<file path="config.mk">
export PLATFORM = sky130hd
export DESIGN_NAME = xor_chain_packet_cipher
export DESIGN_NICKNAME = d
export VERILOG_FILES = /design/src/xcpc_pkg.sv /design/src/xor_chain_packet_cipher.sv /design/src/xcpc_core.sv /design/src/xcpc_fifo.sv
export VERILOG_INCLUDE_DIRS = /design/src /design/src/src
export SDC_FILE = /design/constraint.sdc
export NUM_CORES = 1
export LEC_CHECK = 0
export BUFFER_PORTS_ARGS = -buffer_cell sky130_fd_sc_hd__buf_2
export CAP_MARGIN = 20
export CORE_AREA = 2 2 241 196
export DETAILED_ROUTE_END_ITERATION = 8
export DIE_AREA = 0 0 243 198
export GPL_TIMING_DRIVEN = 0
export HOLD_SLACK_MARGIN = 0.12
export PLACE_DENSITY = 0.7
export SLEW_MARGIN = 10
export SYNTH_ARGS = -nofsm -noshare
export SYNTH_HDL_FRONTEND = slang
export SYNTH_SLANG_ARGS = --single-unit
</file>
<file path="constraint.sdc">
create_clock -name clk -period 5.45 [get_ports clk]
set_clock_uncertainty 0.2 [all_clocks]
set_input_delay 1.09 -clock clk [delete_from_list [all_inputs] [get_ports clk]]
set_output_delay 1.09 -clock clk [all_outputs]
set_load 0.005 [all_outputs]
</file>
<file path="src/xor_chain_packet_cipher_assert.svh">
// xor_chain_packet_cipher_assert.svh: assertion macros for the packet cipher
// expects signals named clk and rst_n in the scope of every use
`ifndef XOR_CHAIN_PACKET_CIPHER_ASSERT_SVH
`define XOR_CHAIN_PACKET_CIPHER_ASSERT_SVH

// condition that holds at every edge out of reset
`define XCPC_ASSERT_ALWAYS(label, cond) \
    label: assert property (@(posedge clk) disable iff (!rst_n) (cond)) \
        else $error("xcpc invariant violated");

// condition that implies a consequence in the next cycle
`define XCPC_ASSERT_NEXT(label, ante, cons) \
    label: assert property (@(posedge clk) disable iff (!rst_n) (ante) |=> (cons)) \
        else $error("xcpc sequence violated");

`endif

</file>
<file path="src/xcpc_pkg.sv">
// xcpc_pkg: types, constants and key derivation for the packet cipher
// used by xcpc_core, xcpc_fifo and xor_chain_packet_cipher; no dependencies
package xcpc_pkg;

    // command codes
    localparam logic [1:0] CMD_ENC     = 2'd0;
    localparam logic [1:0] CMD_DEC     = 2'd1;
    localparam logic [1:0] CMD_RESTART = 2'd2;

    // key schedule constants
    localparam logic [31:0] MIX_A      = 32'h9c30_d539;
    localparam logic [31:0] MIX_B      = 32'h930f_d7e2;
    localparam logic [31:0] MIX_C      = 32'h7c72_e993;
    localparam logic [31:0] STEP_ADD   = 32'h287e_ffc3;
    localparam logic [31:0] SEED_RESET = 32'd2147483647;

    // result queue geometry
    localparam int MAX_PUSH    = 4;
    localparam int PUSH_W      = 3;
    localparam int PUSH_IDX_W  = 2;
    localparam int FIFO_DEPTH  = 8;
    localparam int PTR_W       = 3;
    localparam int CNT_W       = PTR_W + 1;

    // one result word
    typedef struct packed {
        logic [7:0] data;
        logic       last;
        logic       err;
    } res_t;

    // up to four result words produced by one input word
    typedef struct packed {
        logic [PUSH_W-1:0]        count;
        res_t [MAX_PUSH-1:0]      r;
    } push_t;

    // low key word from seed: xor then rotate right by 13
    function automatic logic [31:0] rekey_low(input logic [31:0] seed);
        logic [31:0] w;
        w = seed ^ MIX_A;
        return {w[12:0], w[31:13]};
    endfunction

    // high key word from seed
    function automatic logic [31:0] rekey_high(input logic [31:0] seed);
        return MIX_B ^ rekey_low(seed) ^ MIX_C;
    endfunction

endpackage

</file>
<file path="src/xor_chain_packet_cipher.sv">
// xor_chain_packet_cipher: one input word a cycle, sustained while results drain as made.
// An accepted word waits in the input register until the queue has room, then its results
// go into the result queue. The fourth byte of a packet releases four results into an
// eight-entry queue, drained one a cycle while out_ready is high; the input register
// holds its word while more than four results are queued.
// Reset (rst_n, asynchronous): seed to 2147483647, key pairs rederived, idle, queue empty.
`include "xor_chain_packet_cipher_assert.svh"

module xor_chain_packet_cipher (
    input  logic        clk,
    input  logic        rst_n,
    input  logic        cfg_we,
    input  logic [31:0] cfg_data,
    input  logic        in_valid,
    output logic        in_ready,
    input  logic [1:0]  cmd,
    input  logic [7:0]  data_in,
    input  logic        last_in,
    output logic        out_valid,
    input  logic        out_ready,
    output logic [7:0]  data_out,
    output logic        last_out,
    output logic        short_error
);

    logic [31:0]                 seed_reg;
    logic                        stage_valid_reg;
    logic [1:0]                  stage_cmd_reg;
    logic [7:0]                  stage_data_reg;
    logic                        stage_last_reg;
    logic                        advance;
    logic                        fifo_room;
    logic                        pop;
    logic [xcpc_pkg::CNT_W-1:0]  fifo_count;
    xcpc_pkg::push_t             core_push;
    xcpc_pkg::res_t              fifo_head;

    // seed register
    always_ff @(posedge clk or negedge rst_n)
    begin
        if (!rst_n)
        begin
            seed_reg <= xcpc_pkg::SEED_RESET;
        end
        else if (cfg_we)
        begin
            seed_reg <= cfg_data;
        end
    end

    // input register moves on when the queue can take a full head burst
    assign advance  = stage_valid_reg && fifo_room;
    assign in_ready = !stage_valid_reg || advance;

    always_ff @(posedge clk or negedge rst_n)
    begin
        if (!rst_n)
        begin
            stage_valid_reg <= 1'b0;
        end
        else if (in_valid && in_ready)
        begin
            stage_valid_reg <= 1'b1;
        end
        else if (advance)
        begin
            stage_valid_reg <= 1'b0;
        end
    end

    always_ff @(posedge clk)
    begin
        if (in_valid && in_ready)
        begin
            stage_cmd_reg  <= cmd;
            stage_data_reg <= data_in;
            stage_last_reg <= last_in;
        end
    end

    // cipher datapath and key state
    xcpc_core u_core (
        .clk     (clk),
        .rst_n   (rst_n),
        .go      (advance),
        .cmd     (stage_cmd_reg),
        .data_in (stage_data_reg),
        .last_in (stage_last_reg),
        .seed    (seed_reg),
        .push    (core_push)
    );

    // result queue
    assign pop = out_valid && out_ready;

    xcpc_fifo u_fifo (
        .clk   (clk),
        .rst_n (rst_n),
        .push  (core_push),
        .pop   (pop),
        .head  (fifo_head),
        .count (fifo_count),
        .room  (fifo_room)
    );

    assign out_valid   = fifo_count != '0;
    assign data_out    = fifo_head.data;
    assign last_out    = fifo_head.last;
    assign short_error = fifo_head.err;

    // checks
    `XCPC_ASSERT_ALWAYS(a_fifo_bound, fifo_count <= xcpc_pkg::CNT_W'(xcpc_pkg::FIFO_DEPTH))
    `XCPC_ASSERT_ALWAYS(a_err_word, !(out_valid && short_error) || (data_out == 8'd0 && last_out))
    `XCPC_ASSERT_NEXT(a_drain, pop && fifo_count == xcpc_pkg::CNT_W'(1) && core_push.count == '0, !out_valid)

endmodule

</file>
<file path="src/xcpc_core.sv">
// xcpc_core: key pairs, packet state and the per-word cipher datapath
// depends on xcpc_pkg
module xcpc_core (
    input  logic               clk,
    input  logic               rst_n,
    input  logic               go,
    input  logic [1:0]         cmd,
    input  logic [7:0]         data_in,
    input  logic               last_in,
    input  logic [31:0]        seed,
    output xcpc_pkg::push_t    push
);

    logic [31:0] send_low_reg, send_low_next;
    logic [31:0] send_high_reg, send_high_next;
    logic [31:0] recv_low_reg, recv_low_next;
    logic [31:0] recv_high_reg, recv_high_next;
    logic [7:0]  head_reg [4];
    logic [7:0]  head_next [4];
    logic [7:0]  chain_reg, chain_next;
    logic [2:0]  pos_reg, pos_next;
    logic        past_reg, past_next;
    logic        dir_reg, dir_next;

    logic        dir_cur;
    logic [63:0] key64;
    logic [7:0]  k [8];
    logic [7:0]  h3;
    logic [7:0]  e0, e1, e2, e3;
    logic [7:0]  er [4];
    logic [7:0]  d0, d1, d2, d3;
    logic [7:0]  dr [4];
    logic [7:0]  tail_r;
    logic [31:0] mask;
    logic        upd;

    // direction is latched by the first word of a packet
    assign dir_cur = (!past_reg && pos_reg == 3'd0) ? cmd[0] : dir_reg;
    assign key64   = dir_cur ? {recv_high_reg, recv_low_reg}
                             : {send_high_reg, send_low_reg};

    // key bytes, little-endian over low then high word
    always_comb
    begin
        for (int j = 0; j < 8; j++)
        begin
            k[j] = key64[8*j +: 8];
        end
    end

    assign h3 = data_in;

    // head encrypt: forward chain then backward fix-up
    always_comb
    begin
        e0    = head_reg[0] ^ k[0];
        e1    = head_reg[1] ^ e0 ^ k[1];
        e2    = head_reg[2] ^ e1 ^ k[2];
        e3    = h3 ^ e2 ^ k[3];
        er[3] = e3 ^ k[2];
        er[2] = e2 ^ er[3] ^ k[3];
        er[1] = e1 ^ er[2] ^ k[4];
        er[0] = e0 ^ er[1] ^ k[5];
    end

    // head decrypt: undo the fix-up then the chain
    always_comb
    begin
        d0    = head_reg[0] ^ head_reg[1] ^ k[5];
        d1    = head_reg[1] ^ head_reg[2] ^ k[4];
        d2    = head_reg[2] ^ h3 ^ k[3];
        d3    = h3 ^ k[2];
        dr[0] = d0 ^ k[0];
        dr[1] = d1 ^ k[1] ^ d0;
        dr[2] = d2 ^ k[2] ^ d1;
        dr[3] = d3 ^ k[3] ^ d2;
    end

    // words past the head chain with the previous ciphertext byte; the first one chains with e3
    assign tail_r = data_in ^ chain_reg ^ k[pos_reg];

    // next state and result words
    always_comb
    begin
        send_low_next  = send_low_reg;
        send_high_next = send_high_reg;
        recv_low_next  = recv_low_reg;
        recv_high_next = recv_high_reg;
        head_next      = head_reg;
        chain_next     = chain_reg;
        pos_next       = pos_reg;
        past_next      = past_reg;
        dir_next       = dir_reg;
        push           = '0;
        upd            = 1'b0;
        mask           = '0;
        if (go)
        begin
            unique case (cmd)
                xcpc_pkg::CMD_RESTART:
                begin
                    send_low_next  = xcpc_pkg::rekey_low(seed);
                    recv_low_next  = xcpc_pkg::rekey_low(seed);
                    send_high_next = xcpc_pkg::rekey_high(seed);
                    recv_high_next = xcpc_pkg::rekey_high(seed);
                    chain_next     = '0;
                    pos_next       = '0;
                    past_next      = 1'b0;
                end
                xcpc_pkg::CMD_ENC, xcpc_pkg::CMD_DEC:
                begin
                    dir_next = dir_cur;
                    if (!past_reg)
                    begin
                        head_next[pos_reg[1:0]] = data_in;
                        if (pos_reg[1:0] != 2'd3)
                        begin
                            if (last_in)
                            begin
                                // short packet: one error word, keys untouched
                                push.count     = xcpc_pkg::PUSH_W'(1);
                                push.r[0].data = '0;
                                push.r[0].last = 1'b1;
                                push.r[0].err  = 1'b1;
                                chain_next     = '0;
                                pos_next       = '0;
                                past_next      = 1'b0;
                            end
                            else
                            begin
                                pos_next = pos_reg + 3'd1;
                            end
                        end
                        else
                        begin
                            push.count = xcpc_pkg::PUSH_W'(xcpc_pkg::MAX_PUSH);
                            for (int i = 0; i < 4; i++)
                            begin
                                push.r[i].data = dir_cur ? dr[i] : er[i];
                                push.r[i].last = (i == 3) ? last_in : 1'b0;
                                push.r[i].err  = 1'b0;
                            end
                            if (dir_cur)
                            begin
                                head_next = dr;
                            end
                            chain_next = dir_cur ? d3 : e3;
                            past_next  = 1'b1;
                            pos_next   = 3'd4;
                            upd        = last_in;
                        end
                    end
                    else
                    begin
                        push.count     = xcpc_pkg::PUSH_W'(1);
                        push.r[0].data = tail_r;
                        push.r[0].last = last_in;
                        push.r[0].err  = 1'b0;
                        chain_next     = dir_cur ? data_in : tail_r;
                        pos_next       = pos_reg + 3'd1;
                        upd            = last_in;
                    end
                    // packet end: fold the plaintext head into the used pair
                    if (upd)
                    begin
                        mask = {head_next[3], head_next[2], head_next[1], head_next[0]};
                        if (dir_cur)
                        begin
                            recv_low_next  = recv_low_reg ^ mask;
                            recv_high_next = recv_high_reg + xcpc_pkg::STEP_ADD;
                        end
                        else
                        begin
                            send_low_next  = send_low_reg ^ mask;
                            send_high_next = send_high_reg + xcpc_pkg::STEP_ADD;
                        end
                        chain_next = '0;
                        pos_next   = '0;
                        past_next  = 1'b0;
                    end
                end
                default:
                begin
                end
            endcase
        end
    end

    // key and packet state
    always_ff @(posedge clk or negedge rst_n)
    begin
        if (!rst_n)
        begin
            send_low_reg  <= xcpc_pkg::rekey_low(xcpc_pkg::SEED_RESET);
            recv_low_reg  <= xcpc_pkg::rekey_low(xcpc_pkg::SEED_RESET);
            send_high_reg <= xcpc_pkg::rekey_high(xcpc_pkg::SEED_RESET);
            recv_high_reg <= xcpc_pkg::rekey_high(xcpc_pkg::SEED_RESET);
            chain_reg     <= '0;
            pos_reg       <= '0;
            past_reg      <= 1'b0;
            dir_reg       <= 1'b0;
        end
        else
        begin
            send_low_reg  <= send_low_next;
            recv_low_reg  <= recv_low_next;
            send_high_reg <= send_high_next;
            recv_high_reg <= recv_high_next;
            chain_reg     <= chain_next;
            pos_reg       <= pos_next;
            past_reg      <= past_next;
            dir_reg       <= dir_next;
        end
    end

    // head buffer, no reset
    always_ff @(posedge clk)
    begin
        head_reg <= head_next;
    end

endmodule

</file>
<file path="src/xcpc_fifo.sv">
// xcpc_fifo: result queue taking up to four words a cycle, giving one
// depends on xcpc_pkg
module xcpc_fifo (
    input  logic                        clk,
    input  logic                        rst_n,
    input  xcpc_pkg::push_t             push,
    input  logic                        pop,
    output xcpc_pkg::res_t              head,
    output logic [xcpc_pkg::CNT_W-1:0]  count,
    output logic                        room
);

    xcpc_pkg::res_t                 mem_reg [xcpc_pkg::FIFO_DEPTH];
    logic [xcpc_pkg::PTR_W-1:0]     wr_ptr_reg, wr_ptr_next;
    logic [xcpc_pkg::PTR_W-1:0]     rd_ptr_reg, rd_ptr_next;
    logic [xcpc_pkg::CNT_W-1:0]     count_reg, count_next;
    logic [xcpc_pkg::FIFO_DEPTH-1:0] wr_en;
    logic [xcpc_pkg::PUSH_IDX_W-1:0] wr_idx [xcpc_pkg::FIFO_DEPTH];

    // which entries take which incoming word
    always_comb
    begin
        logic [xcpc_pkg::PTR_W-1:0] off;
        off = '0;
        for (int i = 0; i < xcpc_pkg::FIFO_DEPTH; i++)
        begin
            off       = xcpc_pkg::PTR_W'(i) - wr_ptr_reg;
            wr_idx[i] = off[xcpc_pkg::PUSH_IDX_W-1:0];
            wr_en[i]  = xcpc_pkg::CNT_W'(off) < xcpc_pkg::CNT_W'(push.count);
        end
    end

    // pointer and fill arithmetic
    always_comb
    begin
        wr_ptr_next = wr_ptr_reg + xcpc_pkg::PTR_W'(push.count);
        rd_ptr_next = rd_ptr_reg + xcpc_pkg::PTR_W'(pop);
        count_next  = count_reg + xcpc_pkg::CNT_W'(push.count) - xcpc_pkg::CNT_W'(pop);
    end

    always_ff @(posedge clk or negedge rst_n)
    begin
        if (!rst_n)
        begin
            wr_ptr_reg <= '0;
            rd_ptr_reg <= '0;
            count_reg  <= '0;
        end
        else
        begin
            wr_ptr_reg <= wr_ptr_next;
            rd_ptr_reg <= rd_ptr_next;
            count_reg  <= count_next;
        end
    end

    // storage
    always_ff @(posedge clk)
    begin
        for (int i = 0; i < xcpc_pkg::FIFO_DEPTH; i++)
        begin
            if (wr_en[i])
            begin
                mem_reg[i] <= push.r[wr_idx[i]];
            end
        end
    end

    assign head  = mem_reg[rd_ptr_reg];
    assign count = count_reg;
    assign room  = count_reg <= xcpc_pkg::CNT_W'(xcpc_pkg::FIFO_DEPTH - xcpc_pkg::MAX_PUSH);

endmodule

</file>
==> metrics.md <==
| Metric | Value |
|---|---|
| DR DRC count | 0 |
| Vias in the first global route | slightly below 20,000 |
| CTS tree | yes |
| Die Area | 48,100 um2 |
| CP startpoint kind | flip-flop |
| Multi-input gate area | 11,900 um2 |
| Layout cells sized above 1 | ~16% |
| Final Core Density | 51.9% |
| CP Max Fanout | 19 |
| Synth cell types | between 90 and 100 |
| H-tree depth | 2 |
| Post-route minimum period | between 5 and 6 ns |
| I/O pin total | 60 |
| Final nets | 2,427 |
| Mapped Area | 21,300 um2 |
| Critical path arrival | roughly 5.7 ns |
| First-pass GRT wire length | about 140,000 um |
| GRT overflow | 0 |
| Post-synth EDFFs | between 100 and 150 |
| CTS hold repair buffers | 0 |
| Synth Area in XOR/XNOR | 11.1% |
| # setup viols final | 10 |
| Flops & latches, synth | 307 |
| RSZ-0062 raised after global routing | false |
| Final setup slack of the worst path | -0.0212 ns |
| DP HPWL | 73,100 um |
| Gr usage total | 39.1% |
| CP top delay family | buffers and inverters |
| Worst-Skew Late Latency | ~0.58 ns |
| Crit. End Element | flip-flop |
| Syn nets | 2,316 |
| Synth area leader | edfxtp_1 |
| Buffers added on ports | 58 |
| YS warnings | 0 |
| Class of the most critical setup path | flip-flop to flip-flop |
| Actual slew at the worst max-slew pin | 1.32 ns |
| TritonCTS Buffers | 37 |
| CP max-delay cell | clkdlybuf4s15_1 |
| Clk sinks | around 310 |
| Storage element area | 8410 um2 |
| Routed WL per cell | 31.7 um |
| Commonest non-fill, non-tap cell in the layout | o21ai_0 |
| Worst Path Buf+Inv | 7 |
| Hold Crit Class | input port to asynchronous set/reset pin |
| Simple-gate share of the synthesized area | 12.7% |
| Worst Hold Margin | around 0.22 ns |
| # rows | 71 |
| Main combinational cell family by area after synthesis | compound AO/OA/AOI/OAI gates |
| Worst-path clk slew | ~0.06 ns |
| Width of the die | 243 um |
| Syn Area/Cell | 9.48 um2 |
| Worst EP required | 5.70 ns |
| CP peak stage delay | 0.62 ns |
| Async set or reset register ratio after synthesis | between 50% and 60% |
| Antenna viol nets, final | 0 |
| Fin. Hold Viols | 0 |
| Status | finished with violations |
| Max reg flops | 80 |
| Max Cap Viol | 0 |
| Clk root buf | clkbuf_16 |
| Number of detailed-route iterations in the first pass | 6 |
| Vias | a little over 20,000 |
| Initial antenna violation count | 6 |
| Top post-synthesis cells by area | edfxtp_1, dfrtp_1, dfstp_2 |
| Die height | 198 um |
| DR vias/cell | 6.83 |
| Highest Clock Rate | 183 MHz |
| Core Area | between 40,000 and 50,000 um2 |
| Post-synth top area share | 17.4% |
| WL final | 95,200 um |
| Pin count of the biggest net entering global routing | 86 |
| Max Slew Vio Count | 0 |
| Mux cell area share after synthesis | 7.43% |
| Starting density of the core | 46.2% |
| Maximum root-to-sink buffer count | 3 |
| Setup TNS Final | -0.0651 ns |
| Layout area overhead | 12.5% |
| Cells after synthesis | 2,241 |
| Fillers | 4,341 |
| Compound-Gate Fraction of Synth Area | 22.5% |
| Final period utilization | 100% |
| CP cell instances | clkbuf_4 > clkinvlp_4 > clkbuf_2 > ha_1 > nor3b_4 > o21ai_4 > buf_4 > buf_2 > nor2_1 > o21a_1 > clkdlybuf4s15_1 > clkbuf_1 > a22o_1 |
| Failing checks | setup timing |
| Relative slew slack | between 10% and 20% |
| DRT iter0 DRCs | 3,044 |
| Main synth FF type | edfxtp_1 |
| RD Place Congestion | between 1 and 1.5 |
| Post-synthesis adder-cell area fraction | 1.70% |
| Post-synthesis sequential area ratio | 39.6% |
| Most frequent cells in the layout | o21ai_0, nand2_1, xnor2_1, clkbuf_1, nor2_1 |
==> per-layer routing <==
| metal | GRT usage, % | up-vias | routed length (um) |
|---|---|---|---|
| met5 | 0 | - | 27 |
| met4 | 13.8 | 4 | 3490 |
| met3 | 14.0 | 250 | 14100 |
| met2 | 54.2 | 1591 | 37900 |
| met1 | 56.0 | 10170 | 39700 |
| li1 | - | 8499 | - |
==> cells by family (layout without fill, tap and decap cells) <==
group	Yosys count	after routing
compound gates	710	710
simple gates	562	562
flops	307	307
buf+inv	270	410
xor+xnor	241	241
mux	124	124
fa+ha+maj	27	27
other cells	0	1
==> worst register-to-register path, cell delays in order (launching register included) <==
cell and delay, ns:
dfrtp_1 0.46, clkbuf_4 0.33, clkinvlp_4 0.26, clkbuf_2 0.30, ha_1 0.34, nor3b_4 0.23, o21ai_4 0.36, buf_4 0.46
buf_2 0.44, nor2_1 0.15, o21a_1 0.23, clkdlybuf4s15_1 0.62, clkbuf_1 0.58, a22o_1 0.37
==> worst paths after layout <==
path / startpoint / to / slack (ns) / cells past startpoint
min: rst_n / u_core.send_high_reg[0] / 0.22 / 1
max: u_core.pos_reg[0] / u_core.send_low_reg[29] / -0.02 / 13
max reg2reg: u_core.pos_reg[0] / u_core.send_low_reg[29] / -0.02 / 13
min in group clk: u_core.recv_high_reg[31] / u_core.recv_high_reg[31] / 0.30 / 2
min reg2reg: u_core.recv_high_reg[31] / u_core.recv_high_reg[31] / 0.30 / 2
max in group asynchronous: rst_n / u_core.send_low_reg[10] / 3.67 / 3
==> cell usage after synthesis (16+ instances only) <==
cell type  instances
a21oi_1          135
xor2_1            66
nand2b_1          32
mux4_2            22
nand3_1           38
a221oi_1          20
nor3_1            54
a22oi_1           17
mux2_2            50
dfrtp_1           97
buf_2             28
o31ai_1           25
nor4_1            16
a22o_1            62
nand2_1          180
or3_1             16
nor2_1           134
xnor2_1          157
o21ai_0          194
dfstp_2           87
edfxtp_1         123
and2_1            19
clkbuf_1         156
o211ai_1          42
mux2i_1           52
o22ai_1           20
a211oi_1          19
ha_1              24
inv_1             63
==> what timing repair did <==
item | CTS | global route
endpoints found under the hold margin | 0 | 0
gates resized for setup | 14 | 12
pin swaps | 0 | 1
setup endpoints to repair | 209 | 104
setup buffers | 0 | 2
==> area by class of cell <==
type                            instances  share of cell area, %
Clock buffer                           48                   4.40
Clock inverter                         20                  0.885
Inverter                               68                   1.09
Timing Repair Buffer                   73                   2.05
Sequential cell                       307                   35.2
Tap cell                              620                   3.25
Multi-Input combinational cell       1664                   49.7
Antenna cell                            1                 0.0105
Buffer                                201                   3.48
==> stage by stage <==
| stage | area (um2) | std cells | setup WS [ns] |
|---|---|---|---|
| after floorplan | 21300 | 2241 | 1.43 |
| after detailed placement | 22500 | 2927 | -0.828 |
| after CTS | 23800 | 2994 | 0.0453 |
| final | 23900 | 3002 | -0.0212 |
| after global routing | 23900 | 3002 | 0.00157 |
| after global placement | 22300 | 2919 | -0.838 |
Power is left out: the tool's default activity adds up to more than one toggle a clock period on the data nets, which glitch-free logic cannot reach.
